## src/hw/rtl/bboq_pkg.sv

```systemverilog
// Package for the bounding volume hierarchy box query block.
// Holds sizes, operation codes, node record layout and controller types.
// No dependencies.
package bboq_pkg;

  localparam int MAX_NODES   = 128;
  localparam int STACK_DEPTH = 32;
  localparam int RESULT_CAP  = 64;

  localparam int NODE_W = $clog2(MAX_NODES);
  localparam int STK_W  = $clog2(STACK_DEPTH);
  localparam int TOP_W  = $clog2(STACK_DEPTH + 1);
  localparam int POPS_W = $clog2(MAX_NODES + 1);
  localparam int CNT_W  = $clog2(RESULT_CAP + 1);

  localparam int COORD_W = 32;
  localparam int LINK_W  = 8;
  localparam int TAG_W   = 32;
  localparam int IN_W    = 248;

  localparam logic             OP_WRITE = 1'b0;
  localparam logic             OP_QUERY = 1'b1;
  localparam logic [LINK_W-1:0] NO_LINK = 8'hFF;

  typedef struct packed {
    logic [TAG_W-1:0]   tag;
    logic [LINK_W-1:0]  left;
    logic [LINK_W-1:0]  right;
    logic [COORD_W-1:0] hi_x;
    logic [COORD_W-1:0] hi_y;
    logic [COORD_W-1:0] hi_z;
    logic [COORD_W-1:0] lo_x;
    logic [COORD_W-1:0] lo_y;
    logic [COORD_W-1:0] lo_z;
  } node_t;

  typedef struct packed {
    logic [COORD_W-1:0] lo_x;
    logic [COORD_W-1:0] lo_y;
    logic [COORD_W-1:0] lo_z;
    logic [COORD_W-1:0] hi_x;
    logic [COORD_W-1:0] hi_y;
    logic [COORD_W-1:0] hi_z;
  } qbox_t;

  typedef enum logic [2:0] {
    ST_IDLE,
    ST_POP,
    ST_STK,
    ST_NODE,
    ST_PUSHL,
    ST_PUSHR,
    ST_FLUSH
  } bboq_state_t;

  typedef struct packed {
    logic wr_node;
    logic start;
    logic pop;
    logic node_rd;
    logic push_l;
    logic push_r;
    logic take_leaf;
    logic set_ovf;
    logic flush;
  } bboq_cmd_t;

  typedef struct packed {
    logic top_zero;
    logic top_full;
    logic pops_done;
    logic cap_next;
    logic is_leaf;
    logic overlap;
    logic left_ok;
    logic right_ok;
    logic pend_valid;
    logic out_full;
  } bboq_status_t;

  function automatic logic link_ok(logic [LINK_W-1:0] l);
    int v;
    v = int'($signed(l));
    return (v >= 0) && (v < MAX_NODES);
  endfunction

endpackage

```

## src/hw/rtl/bboq_ctrl.sv

```systemverilog
// Walk controller of the box query block: sequences pops, node reads,
// pushes and result hand-off through command and status structs.
// Depends on bboq_pkg; drives bboq_datapath.
module bboq_ctrl import bboq_pkg::*; (
  input  logic         clk,
  input  logic         rst_n,
  input  logic         in_tvalid,
  input  logic         in_op,
  output logic         in_tready,
  input  bboq_status_t sts,
  output bboq_cmd_t    cmd
);

  bboq_state_t state_r, state_nxt;

  always_ff @(posedge clk) begin
    if (!rst_n) begin
      state_r <= ST_IDLE;
    end else begin
      state_r <= state_nxt;
    end
  end

  always_comb begin
    state_nxt = state_r;
    case (state_r)
      ST_IDLE: begin
        if (in_tvalid && (in_op == OP_QUERY)) begin
          state_nxt = ST_POP;
        end
      end
      ST_POP: begin
        if (sts.top_zero || sts.pops_done) begin
          state_nxt = ST_FLUSH;
        end else begin
          state_nxt = ST_STK;
        end
      end
      ST_STK: state_nxt = ST_NODE;
      ST_NODE: begin
        if (sts.is_leaf) begin
          if (!(sts.pend_valid && sts.out_full)) begin
            state_nxt = sts.cap_next ? ST_FLUSH : ST_POP;
          end
        end else if (sts.overlap) begin
          state_nxt = ST_PUSHL;
        end else begin
          state_nxt = ST_POP;
        end
      end
      ST_PUSHL: begin
        state_nxt = (sts.left_ok && sts.top_full) ? ST_FLUSH : ST_PUSHR;
      end
      ST_PUSHR: begin
        state_nxt = (sts.right_ok && sts.top_full) ? ST_FLUSH : ST_POP;
      end
      ST_FLUSH: begin
        if (!sts.out_full) begin
          state_nxt = ST_IDLE;
        end
      end
      default: state_nxt = ST_IDLE;
    endcase
  end

  always_comb begin
    cmd       = '0;
    in_tready = 1'b0;
    case (state_r)
      ST_IDLE: begin
        in_tready   = 1'b1;
        cmd.wr_node = in_tvalid && (in_op == OP_WRITE);
        cmd.start   = in_tvalid && (in_op == OP_QUERY);
      end
      ST_POP: begin
        cmd.set_ovf = !sts.top_zero && sts.pops_done;
        cmd.pop     = !sts.top_zero && !sts.pops_done;
      end
      ST_STK: cmd.node_rd = 1'b1;
      ST_NODE: begin
        cmd.take_leaf = sts.is_leaf && !(sts.pend_valid && sts.out_full);
      end
      ST_PUSHL: begin
        cmd.push_l  = sts.left_ok && !sts.top_full;
        cmd.set_ovf = sts.left_ok && sts.top_full;
      end
      ST_PUSHR: begin
        cmd.push_r  = sts.right_ok && !sts.top_full;
        cmd.set_ovf = sts.right_ok && sts.top_full;
      end
      ST_FLUSH: cmd.flush = !sts.out_full;
      default: cmd = '0;
    endcase
  end

endmodule

```

## config.mk

```make
export PLATFORM = sky130hd
export DESIGN_NAME = bboq_ctrl
export DESIGN_NICKNAME = d
export VERILOG_FILES = /design/src/hw/rtl/bboq_pkg.sv /design/src/hw/rtl/bboq_ctrl.sv
export SDC_FILE = /design/constraint.sdc
export NUM_CORES = 1
export LEC_CHECK = 0
export ABC_AREA = 0
export BUFFER_PORTS_ARGS = -buffer_cell sky130_fd_sc_hd__buf_2
export CAP_MARGIN = 20
export CORE_AREA = 2 2 39 41
export CTS_CLUSTER_SIZE = 30
export DETAILED_ROUTE_END_ITERATION = 10
export DIE_AREA = 0 0 41 43
export PLACE_DENSITY = 0.61
export RECOVER_POWER = 100
export SLEW_MARGIN = 5
export SYNTH_ARGS = -nofsm -noshare
export SYNTH_HDL_FRONTEND = slang
export SYNTH_SLANG_ARGS = --single-unit
```

## constraint.sdc

```tcl
create_clock -name clk -period 2.15 [get_ports clk]
set_clock_uncertainty 0.2 [all_clocks]
set_input_delay 0.3225 -clock clk [delete_from_list [all_inputs] [get_ports clk]]
set_output_delay 0.3225 -clock clk [all_outputs]
set_load 0.05 [all_outputs]
```

==> results of run 1 <==
==> final cells by class <==
cell class	instances	share of cell area, %
clock buffers	4	4.69
inverters	2	1.34
multi-input cells	46	57.6
flip-flops and latches	3	10.9
well taps	16	3.57
repair buffers	24	21.9
==> kinds of logic (layout without fill, tap and decap cells) <==
family | after synthesis | in the layout | share of synthesized area, %
AND/OR/NAND/NOR | 33 | 33 | 52.7
AO/OA/AOI/OAI | 13 | 13 | 24.4
buffers and inverters | 5 | 30 | 8.82
flip-flops | 3 | 3 | 14.1
==> critical path, delay by kind of cell (launching register included) <==
family	cells	cell delay [ns]
AOI/OAI and AO/OA	2	0.35
DFF	1	0.44
buffers and inverters	1	0.25
and+or+nand+nor	1	0.23
==> routing by layer <==
layer | GRT usage, % | vias up | wire [um]
met3 | 4.71 | 2 | 69
met5 | 0 | - | 0
met4 | 6.00 | 0 | 13
met1 | 15.5 | 201 | 455
li1 | - | 243 | -
met2 | 20.3 | 15 | 454
==> synth_stat cells <==
| cell type | n | area [um^2] |
|---|---|---|
| nor2b_1 | 1 | 6.26 |
| a32oi_1 | 1 | 8.76 |
| a21boi_1 | 1 | 7.51 |
| nor3_4 | 1 | 16.3 |
| o211a_1 | 1 | 10.0 |
| and3_1 | 1 | 6.26 |
| nor3b_2 | 1 | 12.5 |
| nand2_1 | 10 | 37.5 |
| nor4b_2 | 1 | 15.0 |
| nand2b_4 | 2 | 27.5 |
| o31ai_2 | 2 | 25.0 |
| dfxtp_1 | 3 | 60.1 |
| nor2_4 | 1 | 11.3 |
| nand3_1 | 2 | 10.0 |
| nand4b_4 | 1 | 23.8 |
| nand2b_1 | 3 | 18.8 |
| inv_1 | 2 | 7.51 |
| buf_4 | 1 | 7.51 |
| a211oi_2 | 1 | 12.5 |
| o211ai_1 | 1 | 7.51 |
| buf_6 | 2 | 22.5 |
| o21ai_0 | 2 | 10.0 |
| nor2_1 | 5 | 18.8 |
| a21oi_1 | 3 | 15.0 |
| a21o_1 | 1 | 7.51 |
| nor3_1 | 4 | 20.0 |
==> metrics by stage <==
| stage | cells | util, % | hold slack [ns] |
|---|---|---|---|
| after floorplan | 54 | - | 0.241 |
| after global placement | 91 | 39.1 | 0.379 |
| after detailed placement | 91 | 39.1 | 0.385 |
| after CTS | 95 | 41.0 | 0.129 |
| after global routing | 95 | 40.5 | 0.149 |
| final | 95 | 40.5 | 0.134 |
==> worst paths after layout <==
check,startpoint,endpoint
max,state_r[1],cmd[1]
max reg2reg,state_r[1],state_r[0]
min,rst_n,state_r[0]
min reg2reg,state_r[0],state_r[0]
==> power groups by stage <==
stage                     clock network [uW]  registers, uW  logic [uW]
after detailed placement                   0            114         309
after floorplan                            0           82.8         293
after CTS                                110            112         310
after global routing                     119            118         328
after global placement                     0            112         310
final                                    107            114         304
==> repair_timing <==
item	in CTS	in global routing
setup endpoints to repair	0	1
hold endpoints to repair	0	0
resized for setup	0	1
==> results.toml, run 1 <==
[die]
core-area_um2 = 1380
die_h_um = 43
fp.dieW_um = 41
die-area_um2 = 1760
io_pins = 24
row_count = 14
initial_core_util_pct = 30.7

[pwr]
p_comb_share_pct = 58.0
power_frac_seq_pct = 21.6
ir_drop_mv = 0.321
p_per_area_nw_per_um2 = 937
p_clk_share_pct = 20.4
p_switching_uw = 276
p_leak_uw = 0.000281
p_int_uw = 249
switching_share_pct = 52.6
fin_total_pwr_uw = 525

[finish]
layout_common_cells = "buf_2 (14), nand2_1 (10), clkbuf_2 (9)"
n_antenna_cell = 0
drive_gt1_share_pct = 48.1
regArea_um2 = 61.3
final_cell_area_um2 = 561
top_regs = "state_r x3"
layout.nets = 94
largest_register_ffs = 3
layout_commonest_cell = "buf_2"
fill_cells = 154
syn2layout_area_growth_pct = 31.8
multi_input_comb_area_um2 = 323
regMostFlops = "state_r"

[yosys]
syn_nets = 68
syn_area_um2 = 425
ys_warn_count = 0
syn_avg_cell_area_um2 = 7.88
ys_types = 26
netlist_instances = 54
synth-seq-cells = 3
ys_seq_area_share_pct = 14.1

[worst_setup_path]
worst_setup_path_start_kind = "register"
path_class = "register to output pin"
critPathRequiredTime_ns = 1.63
critPathArrivalTime_ns = 1.51
crit_path_top_delay_cell = "dfxtp_1"
r2r_slack_ns = 0.68
end_kind = "output pin"
r2r_cells = 4
slowest_delay_ns = 0.44
path_max_fanout = 10
path_cells = "nand2b_4 -> a211oi_2 -> a21o_1 -> buf_2"

[cts]
holdBufCountCts = 0
htreeDepth = 1
cts_setup_buffers = 0
cts_buffers = 3
clock-sinks = 3
cts_root_buf = "clkbuf_4"
clk_latency_ns = 0.25
tritoncts = "built"
clk_pin_slew_ns = 0.04
clockBufferDepth = 2

[timing]
min_period_ns = 2.03
fin_ws_ns = 0.118
fmax_mhz = 492
relSlewSlack_pct = 69.9
final_hold_viol_count = 0
grt_setup_unrepaired = "no"
worst_pin_slew_ns = 0.451
min_period_over_period_pct = 94.5
maxSlewViolCount = 0
timing.setup.tns_ns = 0
final-setup-viol-count = 0

[detailed_routing]
first_pass_iters = 4
viasPerCell = 4.85
vias = 461
routed_wl_um = 993
first_iter_violations = 4
wire_per_inst_um = 10.5
remaining_drc_errors = 0
drtAntennaViolNets = 0

[hold_path]
hold_class = "input port to register"
min_path_cells = 3

[placed_design]
io_buffer_count = 23
placed_area_um2 = 541
place_ws_ns = 0.328
gp_congestion = 0.814
dp_hpwl_um = 798

[grt]
grt_max_degree = 11
overflow = 0
antenna_found_initial = 0
grt_pass1_wl_um = 1580
grt_pass1_vias = 405
globalRouteTotalUtil_pct = 13.2

[outcome]
outcome = "finished clean"

[job]
drv_cap = 0
(Power assumes the default switching activity.)
==> run 2, diff against run 1 <==
--- a/config.mk
+++ b/config.mk
@@ -8,10 +8,10 @@
 export ABC_AREA = 0
 export BUFFER_PORTS_ARGS = -buffer_cell sky130_fd_sc_hd__buf_2
 export CAP_MARGIN = 20
-export CORE_AREA = 2 2 39 41
+export CORE_AREA = 4 4 41 43
 export CTS_CLUSTER_SIZE = 30
 export DETAILED_ROUTE_END_ITERATION = 10
-export DIE_AREA = 0 0 41 43
+export DIE_AREA = 0 0 45 47
 export PLACE_DENSITY = 0.61
 export RECOVER_POWER = 100
 export SLEW_MARGIN = 5
==> constraint.sdc (replaced) <==
create_clock -name clk -period 2.12 [get_ports clk]
set_clock_uncertainty 0.2 [all_clocks]
set_input_delay 0.318 -clock clk [delete_from_list [all_inputs] [get_ports clk]]
set_output_delay 0.318 -clock clk [all_outputs]
set_load 0.05 [all_outputs]
==> run 2 against run 1 <==
  * Final area fell by 1.6%
  * Cell count fell by 1.1%
  * Clock power fell by 6%
  * Worst setup slack improved by 0.030 ns
  * Critical endpoint unchanged
  * Largest cell class unchanged
==> results.toml, run 2 (same netlist as run 1, synthesis figures left out) <==
[grt]
antenna_found_initial = 0
overflow = 0
met3_usage_pct = 1.53
met2_usage_pct = 20.3
grt_pass1_vias = 472
grt_max_degree = 13
grt_pass1_wl_um = 1860
grt.busiest_layer = "met2"
grtUsageMet1_pct = 14.1
globalRouteTotalUtil_pct = 12.1

[cts]
tritoncts = "built"
cts_buffers = 3
clock-sinks = 3
clk_pin_slew_ns = 0.04
holdBufCountCts = 0
cts_root_buf = "clkbuf_4"
htreeDepth = 1
clk_latency_ns = 0.23
clockBufferDepth = 2

[pwr]
p_leak_uw = 0.000278
ir_drop_mv = 0.478
p_per_area_nw_per_um2 = 929

[timing]
worst_pin_slew_ns = 0.412
maxSlewViolCount = 0
final-setup-viol-count = 0
relSlewSlack_pct = 72.5
min_period_over_period_pct = 93.0
min_period_ns = 1.97
timing.setup.tns_ns = 0
fmax_mhz = 507
holdWs_ns = 0.144
grt_setup_unrepaired = "no"
final_hold_viol_count = 0

[job]
drv_cap = 0

[finish]
regArea_um2 = 62.6
multi_input_comb_area_um2 = 312
syn2layout_area_growth_pct = 29.7
layout_commonest_cell = "buf_2"
fill_cells = 156
layout_common_cells = "buf_2 (14), nand2_1 (10), clkbuf_2 (8)"
largest_register_ffs = 3
final_cell_area_um2 = 552
top_regs = "state_r x3"
n_antenna_cell = 0
layout.nets = 94
drive_gt1_share_pct = 48.1
regMostFlops = "state_r"

[placed_design]
io_buffer_count = 23
gp_congestion = 0.766
placed_area_um2 = 539
dp_hpwl_um = 864

[detailed_routing]
vias = 463
first_iter_violations = 1
viasPerCell = 4.93
wire_per_inst_um = 10.8
first_pass_iters = 2
routed_wl_um = 1020
remaining_drc_errors = 0
drtAntennaViolNets = 0

[worst_setup_path]
endpoint = "cmd[1]"
r2r_end = "state_r[0]"
slowest_delay_ns = 0.42
path_cells = "nand2b_4 -> a211oi_2 -> a21o_1 -> clkbuf_4"
path_max_fanout = 10
path_class = "register to output pin"
r2r_cells = 4
critPathRequiredTime_ns = 1.60
crit_path_top_delay_cell = "dfxtp_1"
r2r-start = "state_r[1]"
cp-startpoint = "state_r[1]"
r2r_slack_ns = 0.67
critPathArrivalTime_ns = 1.45
end_kind = "output pin"
worst_setup_path_start_kind = "register"

[die]
initial_core_util_pct = 32.7
core-area_um2 = 1300
io_pins = 24
row_count = 13
die-area_um2 = 2120
fp.dieW_um = 45
die_h_um = 47

[hold_path]
min_path_cells = 3
hold_class = "input port to register"
hold_start = "rst_n"

[outcome]
outcome = "finished clean"
run 2: changes by cell type in the layout (fill, tap and decap cells not counted):
cell and change:
clkbuf_2 -1, clkbuf_4 +1, dfxtp_1 -1, dfxtp_2 +1, nor3_2 +1, nor3_4 -1
o31ai_1 +1, o31ai_2 -1
run 2: area by class of cell:
class	instances	share of cell area, %
well taps	15	3.40
clock buffers	4	4.76
inverters	2	1.36
flip-flops and latches	3	11.3
multi-input cells	46	56.5
repair buffers	24	22.7
run 2: worst max-delay path, delay by kind of cell, from the launching register on:
family	cells	cell delay, ns
compound gates	2	0.36
buf+inv	1	0.22
flops	1	0.42
simple gates	1	0.22
run 2: metrics by stage:
| stage | total power, uW | setup WS (ns) | cells | utilization, % |
|---|---|---|---|---|
| 2_1_floorplan | 381 | -0.0260 | 54 | - |
| 3_3_place_gp | 428 | 0.340 | 90 | 41.4 |
| 3_5_place_dp | 430 | 0.289 | 90 | 41.4 |
| 4_1_cts | 534 | 0.0310 | 94 | 43.5 |
| 5_1_grt | 557 | 0.0365 | 94 | 42.4 |
| 6_report | 513 | 0.147 | 94 | 42.4 |
run 2: how the worst min path moves through the flow:
stage / to
after floorplan: state_r[0]
after global placement: state_r[0]
after detailed placement: state_r[0]
after CTS: state_r[0]
after global routing: state_r[1]
final: state_r[0]
run 2: what timing repair did:
| action | CTS | global route |
|---|---|---|
| endpoints found under the setup margin | 0 | 2 |
| endpoints found under the hold margin | 0 | 0 |
| gates resized for setup | 0 | 3 |
| setup buffers | 0 | 0 |
run 2: per-layer routing:
metal	routed length [um]	share of wire, %	vias up
met1	428	42	203
met3	74	7.3	2
met4	14	1.4	0
li1	-	-	240
met2	500	49	18
met5	0	0	-
run 2: where the power goes:
| part | switching [uW] | total [uW] | internal (uW) |
|---|---|---|---|
| clock network | 30.0 | 101 | 70.6 |
| registers | 47.4 | 122 | 74.1 |
| logic | 187 | 291 | 104 |
